**src/blid_pkg.sv**
```systemverilog
// Shared types and constants for the bounded list insert/delete unit.
// Word layouts for both channels, cell command codes and sizing constants.
// No dependencies.
`default_nettype none

package blid_pkg;

  localparam int unsigned CAPACITY = 16;
  localparam int unsigned IDX_W    = $clog2(CAPACITY);
  localparam int unsigned LEN_W    = $clog2(CAPACITY + 1);
  localparam int unsigned POS_W    = 8;
  localparam int unsigned DATA_W   = 32;

  localparam logic [1:0] MODE_FRONT = 2'd0;
  localparam logic [1:0] MODE_BACK  = 2'd1;
  localparam int unsigned MODE_DELETE_BIT = 1;

  typedef logic signed [DATA_W-1:0] data_t;

  typedef struct packed {
    logic [1:0]       mode;
    data_t            value;
    logic [POS_W-1:0] position;
  } in_word_t;

  typedef struct packed {
    data_t element;
    logic  is_last;
    logic  list_empty;
    logic  insert_dropped;
  } out_word_t;

  typedef enum logic [2:0] {
    CMD_HOLD,
    CMD_PUSH_FRONT,
    CMD_APPEND,
    CMD_DELETE,
    CMD_ROTATE
  } cell_cmd_e;

  typedef struct packed {
    cell_cmd_e        cmd;
    logic [LEN_W-1:0] len;
    logic [POS_W-1:0] pos;
    data_t            value;
  } cell_ctl_t;

  typedef enum logic {
    ST_IDLE,
    ST_EMIT
  } state_e;

endpackage

`default_nettype wire

```
**src/blid_cell.sv**
```systemverilog
// One storage cell of the list chain: holds one entry and takes data from
// its neighbors, the head cell or the new value as commanded.
// Depends on blid_pkg.
`default_nettype none

module blid_cell (
  input  wire                          clk_i,
  input  wire  [blid_pkg::IDX_W-1:0]   idx_i,
  input  blid_pkg::cell_ctl_t          ctl_i,
  input  blid_pkg::data_t              left_i,
  input  blid_pkg::data_t              right_i,
  input  blid_pkg::data_t              head_i,
  output blid_pkg::data_t              data_o
);
  import blid_pkg::*;

  data_t            data_q, data_d;
  logic [LEN_W-1:0] idx_len;
  logic [POS_W-1:0] idx_pos;

  assign idx_len = LEN_W'(idx_i);
  assign idx_pos = POS_W'(idx_i);

  always_comb begin
    data_d = data_q;
    unique case (ctl_i.cmd)
      CMD_HOLD: data_d = data_q;
      CMD_PUSH_FRONT: begin
        data_d = (idx_i == '0) ? ctl_i.value : left_i;
      end
      CMD_APPEND: begin
        if (idx_len == ctl_i.len) data_d = ctl_i.value;
      end
      CMD_DELETE: begin
        if (idx_pos >= ctl_i.pos && (idx_len + LEN_W'(1)) < ctl_i.len) data_d = right_i;
      end
      CMD_ROTATE: begin
        if ((idx_len + LEN_W'(1)) == ctl_i.len) begin
          data_d = head_i;
        end else if (idx_len < ctl_i.len) begin
          data_d = right_i;
        end
      end
      default: data_d = data_q;
    endcase
  end

  always_ff @(posedge clk_i) begin
    data_q <= data_d;
  end

  assign data_o = data_q;

endmodule

`default_nettype wire

```
**src/blid_ctrl.sv**
```systemverilog
// Sequencer for the list chain: applies each operation, tracks the length,
// then rotates the chain once per word to stream the list out.
// Depends on blid_pkg.
`default_nettype none

module blid_ctrl (
  input  wire                    clk_i,
  input  wire                    rst_ni,
  input  wire                    in_valid_i,
  output logic                   in_ready_o,
  input  blid_pkg::in_word_t     in_word_i,
  output logic                   out_valid_o,
  input  wire                    out_ready_i,
  output blid_pkg::out_word_t    out_word_o,
  input  blid_pkg::data_t        head_i,
  output blid_pkg::cell_ctl_t    ctl_o
);
  import blid_pkg::*;

  state_e           state_q, state_d;
  logic [LEN_W-1:0] len_q, len_d;
  logic [LEN_W-1:0] cnt_q, cnt_d;
  logic             drop_q, drop_d;
  logic             out_valid_q, out_valid_d;
  out_word_t        out_q, out_d;

  logic             accept;
  logic             can_load;
  logic             is_full;
  logic             is_del;
  logic             del_hit;
  logic             last_word;

  assign accept    = in_valid_i && (state_q == ST_IDLE);
  assign can_load  = !out_valid_q || out_ready_i;
  assign is_full   = (len_q == LEN_W'(CAPACITY));
  assign is_del    = in_word_i.mode[MODE_DELETE_BIT];
  assign del_hit   = in_word_i.position < POS_W'(len_q);
  assign last_word = (cnt_q + LEN_W'(1)) == len_q;

  // next state
  always_comb begin
    state_d = state_q;
    unique case (state_q)
      ST_IDLE: if (accept) state_d = ST_EMIT;
      ST_EMIT: if (can_load && (len_q == '0 || last_word)) state_d = ST_IDLE;
      default: state_d = ST_IDLE;
    endcase
  end

  // outputs and datapath control
  always_comb begin
    in_ready_o  = 1'b0;
    ctl_o.cmd   = CMD_HOLD;
    ctl_o.len   = len_q;
    ctl_o.pos   = in_word_i.position;
    ctl_o.value = in_word_i.value;
    len_d       = len_q;
    cnt_d       = cnt_q;
    drop_d      = drop_q;
    out_valid_d = out_valid_q && !out_ready_i;
    out_d       = out_q;
    unique case (state_q)
      ST_IDLE: begin
        in_ready_o = 1'b1;
        cnt_d      = '0;
        if (accept) begin
          drop_d = 1'b0;
          if (is_del) begin
            if (del_hit) begin
              ctl_o.cmd = CMD_DELETE;
              len_d     = len_q - LEN_W'(1);
            end
          end else if (is_full) begin
            drop_d = 1'b1;
          end else if (in_word_i.mode == MODE_FRONT) begin
            ctl_o.cmd = CMD_PUSH_FRONT;
            len_d     = len_q + LEN_W'(1);
          end else begin
            ctl_o.cmd = CMD_APPEND;
            len_d     = len_q + LEN_W'(1);
          end
        end
      end
      ST_EMIT: begin
        if (can_load) begin
          out_valid_d          = 1'b1;
          out_d.insert_dropped = drop_q;
          if (len_q == '0) begin
            out_d.element    = '0;
            out_d.is_last    = 1'b1;
            out_d.list_empty = 1'b1;
          end else begin
            out_d.element    = head_i;
            out_d.is_last    = last_word;
            out_d.list_empty = 1'b0;
            ctl_o.cmd        = CMD_ROTATE;
            cnt_d            = cnt_q + LEN_W'(1);
          end
        end
      end
      default: ;
    endcase
  end

  always_ff @(posedge clk_i or negedge rst_ni) begin
    if (!rst_ni) begin
      state_q     <= ST_IDLE;
      len_q       <= '0;
      cnt_q       <= '0;
      drop_q      <= 1'b0;
      out_valid_q <= 1'b0;
    end else begin
      state_q     <= state_d;
      len_q       <= len_d;
      cnt_q       <= cnt_d;
      drop_q      <= drop_d;
      out_valid_q <= out_valid_d;
    end
  end

  always_ff @(posedge clk_i) begin
    out_q <= out_d;
  end

  assign out_valid_o = out_valid_q;
  assign out_word_o  = out_q;

endmodule

`default_nettype wire

```
**src/bounded_list_insert_delete_unit.sv**
```systemverilog
// Bounded list with insert front, append and delete at position.
// The first word is registered in the emit state that follows acceptance.
// A new item is taken only once the previous list has been streamed out, with
// the cell chain rotating one entry to the head per output word.
// Reset clears length and control; entry contents stay unset until written.
// Depends on blid_pkg, blid_ctrl and blid_cell.
`default_nettype none

module bounded_list_insert_delete_unit (
  input  wire                    clk_i,
  input  wire                    rst_ni,
  input  wire                    in_valid_i,
  output logic                   in_ready_o,
  input  blid_pkg::in_word_t     in_word_i,
  output logic                   out_valid_o,
  input  wire                    out_ready_i,
  output blid_pkg::out_word_t    out_word_o
);
  import blid_pkg::*;

  cell_ctl_t ctl;
  data_t     cell_data [CAPACITY];

  blid_ctrl u_ctrl (
    .clk_i       (clk_i),
    .rst_ni      (rst_ni),
    .in_valid_i  (in_valid_i),
    .in_ready_o  (in_ready_o),
    .in_word_i   (in_word_i),
    .out_valid_o (out_valid_o),
    .out_ready_i (out_ready_i),
    .out_word_o  (out_word_o),
    .head_i      (cell_data[0]),
    .ctl_o       (ctl)
  );

  for (genvar g = 0; g < CAPACITY; g++) begin : g_cell
    data_t left_w;
    data_t right_w;

    if (g == 0) begin : g_first
      assign left_w = ctl.value;
    end else begin : g_mid_l
      assign left_w = cell_data[g-1];
    end

    if (g == CAPACITY - 1) begin : g_last
      assign right_w = cell_data[g];
    end else begin : g_mid_r
      assign right_w = cell_data[g+1];
    end

    blid_cell u_cell (
      .clk_i   (clk_i),
      .idx_i   (IDX_W'(g)),
      .ctl_i   (ctl),
      .left_i  (left_w),
      .right_i (right_w),
      .head_i  (cell_data[0]),
      .data_o  (cell_data[g])
    );
  end

endmodule

`default_nettype wire

```
**config.mk**
```make
export PLATFORM = sky130hd
export DESIGN_NAME = bounded_list_insert_delete_unit
export DESIGN_NICKNAME = d
export VERILOG_FILES = /design/src/blid_pkg.sv /design/src/blid_cell.sv /design/src/blid_ctrl.sv /design/src/bounded_list_insert_delete_unit.sv
export SDC_FILE = /design/constraint.sdc
export NUM_CORES = 1
export LEC_CHECK = 0
export ABC_AREA = 0
export BUFFER_PORTS_ARGS = -buffer_cell sky130_fd_sc_hd__buf_2
export CAP_MARGIN = 20
export CORE_MARGIN = 2
export CORE_UTILIZATION = 48
export DETAILED_ROUTE_END_ITERATION = 8
export PLACE_DENSITY_LB_ADDON = 0.12
export SYNTH_ARGS = -nofsm -noshare
export SYNTH_HDL_FRONTEND = slang
export SYNTH_SLANG_ARGS = --single-unit
```
**constraint.sdc**
```tcl
create_clock -name clk_i -period 5.6 [get_ports clk_i]
set_input_delay 0.28 -clock clk_i [delete_from_list [all_inputs] [get_ports clk_i]]
set_output_delay 0.28 -clock clk_i [all_outputs]
set_load 0.1 [all_outputs]
```
==> insert_results.sql <==
INSERT INTO impl_metrics (metric_group, metric, value, unit) VALUES
('status', 'status', 'finished, violations left', ''),
('status', 'failed_checks', 'max-slew violations', ''),
('cells_and_area', 'antenna-diode-count', '0', ''),
('global_routing', 'groute.usage.overall', '32.7', '%'),
('floorplan', 'die_width', '250', 'um'),
('synthesis', 'netlist_area', '28900', 'um^2'),
('drt', 'drt_iter0_drc', '3670', ''),
('synthesis', 'netlist.top_cell.by_area', 'edfxtp_1', ''),
('synthesis', 'synth.top_cells.by_area', 'edfxtp_1 57%, a31oi_1 8.3%, o21ai_0 7.4%', ''),
('place', 'place.detailed.hpwl', '60.1', 'mm'),
('floorplan', 'floorplan.rows', '90', ''),
('power_and_ir_drop', 'ir_worst_vdd', '0.000390', 'V'),
('sta', 'fin_skew', '0.0374', 'ns'),
('cells_and_area', 'post_route_cells_drive_above_1_share', '11.0', '%'),
('place', 'placedCellCount', '3609', ''),
('cells_and_area', 'area_of_the_multi_input_gates', '11200', 'um^2'),
('drt', 'drt.antenna.violating_nets', '0', ''),
('place', 'port-buffer-count', '82', ''),
('synthesis', 'synth_edf_count', '547', ''),
('sta', 'achievable-frequency', '0.215', 'GHz'),
('worst_hold_path', 'hold_class', 'in2reg', ''),
('setup_path', 'timing.rr.start', 'u_ctrl.len_q[1]', ''),
('synthesis', 'yosysSeqAreaShare', '57.9', '%'),
('sta', 'max-slew-margin-rel', '-7.12', '%'),
('drt', 'route.vias.total', '25400', ''),
('clock_tree', 'clock-sinks', '560', ''),
('clock_tree', 'cts_tree', 'yes', ''),
('run', 'maxCapViolCount', '0', ''),
('drt', 'route.detailed.drc', '0', ''),
('setup_path', 'critical_path.n_buffers_inverters', '4', ''),
('floorplan', 'core_area', '60000', 'um^2'),
('clock_tree', 'clock_insertion_delay_worst_skew', '0.66', 'ns'),
('drt', 'wl', '105', 'mm'),
('cells_and_area', 'synthToLayoutAreaGrowth', '11.1', '%'),
('setup_path', 'worst-setup-path-type', 'reg2reg', ''),
('setup_path', 'ff2ff_setup_slack', '0.96', 'ns'),
('setup_path', 'worst_endpoint_required_time', '6.06', 'ns'),
('drt', 'route.detailed.vias_per_inst', '6.78', ''),
('cells_and_area', 'postLayoutCellArea', '32100', 'um^2'),
('global_routing', 'grt_max_degree', '249', ''),
('clock_tree', 'cts.root.buffer_cell', 'clkbuf_16', ''),
('clock_tree', 'ctsHtreeMaxLevel', '2', ''),
('synthesis', 'synth_most_common_cell', 'edfxtp_1', ''),
('clock_tree', 'clk_pin_slew', '0.06', 'ns'),
('cells_and_area', 'filler_cell_count', '5293', ''),
('cells_and_area', 'nNetsFinal', '2964', ''),
('sta', 'tightestPinTransition', '1.61', 'ns'),
('floorplan', 'initial_utilization', '48.2', '%'),
('sta', 'slew_viol_final', '77', ''),
('setup_path', 'slowest_stage', 'or4bb_1', ''),
('setup_path', 'timing.critical_path.max_delay_family', 'buffers and inverters', ''),
('clock_tree', 'ctsLongestPathBuffers', '3', ''),
('cells_and_area', 'finalNonFillerCells', '3738', ''),
('floorplan', 'io_pins', '83', ''),
('power_and_ir_drop', 'static-leakage-power', '10.5', 'nW'),
('sta', 'grt_setup_unrepaired', 'false', ''),
('synthesis', 'yosys_warnings', '0', ''),
('synthesis', 'ys_ff_latch', '560', ''),
('setup_path', 'worst_setup_path_end_kind', 'flop', ''),
('clock_tree', 'post_cts.repair.setup_buffers', '0', ''),
('power_and_ir_drop', 'p_per_area', '445', 'nW/um^2'),
('synthesis', 'async_reset_ff_share', '2.32', '%'),
('setup_path', 'critical_path_cell_by_cell', 'inv_1, ha_1, or4bb_1, buf_4, a32oi_4, o211ai_1, buf_4, buf_12, nor2_1, a31oi_1', ''),
('sta', 'layout_worst_path_cycle_share', '82.9', '%'),
('synthesis', 'synth.lib_cells_used.distinct', '57', ''),
('power_and_ir_drop', 'finalPower', '14.3', 'mW'),
('synthesis', 'synth_ff_type', 'edfxtp_1', ''),
('synthesis', 'avgSynthCellArea', '9.68', 'um^2'),
('global_routing', 'number_of_global_route_vias_before_repair', '24100', ''),
('global_routing', 'grt-ovfl-total', '0', ''),
('setup_path', 'worstPathMaxFanout', '248', '');
-- through the flow --
step / util (%) / setup WS (ns)
2_1_floorplan: - / -0.268
3_3_place_gp: 49.9 / 1.32
3_5_place_dp: 50.0 / 1.24
4_1_cts: 53.5 / 1.24
5_1_grt: 53.5 / 0.939
6_report: 53.5 / 0.958
-- routing by layer --
layer / up-vias / routed length, um / track usage (%)
met5: - / 26 / 0
met4: 4 / 4470 / 13.6
met3: 271 / 12900 / 6.97
met2: 1836 / 45700 / 48.9
met1: 12400 / 41700 / 46.5
li1: 10900 / - / -
-- timing repair --
action / CTS / global route
resized for setup: 0 / 0
hold buffers: 17 / 0
hold endpoints to repair: 29 / 0
-- worst paths after layout --
path / endpoint / depth (start not counted)
max: g_cell[11].u_cell.data_o[12] / 10
min: g_cell[0].u_cell.data_o[20] / 2
max reg2reg: g_cell[11].u_cell.data_o[12] / 10
min reg2reg: u_ctrl.out_word_o[0] / 0
max in group asynchronous: u_ctrl.cnt_q[2] / 2
min in group asynchronous: u_ctrl.len_q[0] / 2
-- area by class of cell --
type / instances / area share [%]
multi-input combinational: 2103 / 34.8
clock buffer: 70 / 4.86
timing repair buffer: 172 / 3.85
tap: 782 / 3.04
inverter: 10 / 0.117
clock inverter: 41 / 1.16
sequential: 560 / 52.1
-- kinds of logic after synthesis --
logic type,share of synthesized area [%]
simple gates,14.5
mux,1.36
buf+inv,4.51
xor+xnor,0.454
compound gates,20.8
fa+ha+maj,0.432
flops,57.9
-- flip-flops by register name, summed over array words and instances, names as in the netlist --
name,count
u_ctrl.cnt_q,5
u_ctrl.len_q,5
u_ctrl.state_q,1
u_ctrl.out_valid_o,1
u_ctrl.out_word_o,35
u_ctrl.drop_q,1
g_cell.u_cell.data_o,512
-- power by group --
group,leakage (nW),internal (mW),switching (mW)
sequential,5.54,6.07,0.788
clock,0.944,2.26,1.75
combinational,3.98,1.04,2.40
total,10.5,9.38,4.93
-- worst register-to-register path: stages (launching register included) --
cell and delay (ns):
dfrtp_1 0.61, inv_1 0.26, ha_1 0.37, or4bb_1 0.75, buf_4 0.50, a32oi_4 0.11, o211ai_1 0.15, buf_4 0.25
buf_12 0.54, nor2_1 0.72, a31oi_1 0.22
-- layout by cell type, fill, tap and decap left out, types with 11 or more instances in the layout --
| cell type | instances |
|---|---|
| nand2_1 | 405 |
| and3_1 | 34 |
| clkinv_1 | 22 |
| a31oi_1 | 384 |
| a21oi_1 | 90 |
| nor2_1 | 471 |
| a221o_1 | 65 |
| clkbuf_16 | 61 |
| dlygate4sd3_1 | 17 |
| o21ai_0 | 426 |
| edfxtp_1 | 547 |
| nor3_2 | 20 |
| clkinv_2 | 11 |
| mux2_2 | 34 |
| and2_1 | 37 |
| dfrtp_1 | 13 |
| buf_2 | 83 |
| buf_4 | 62 |
No activity file was read; power rests on OpenSTA's default activity.
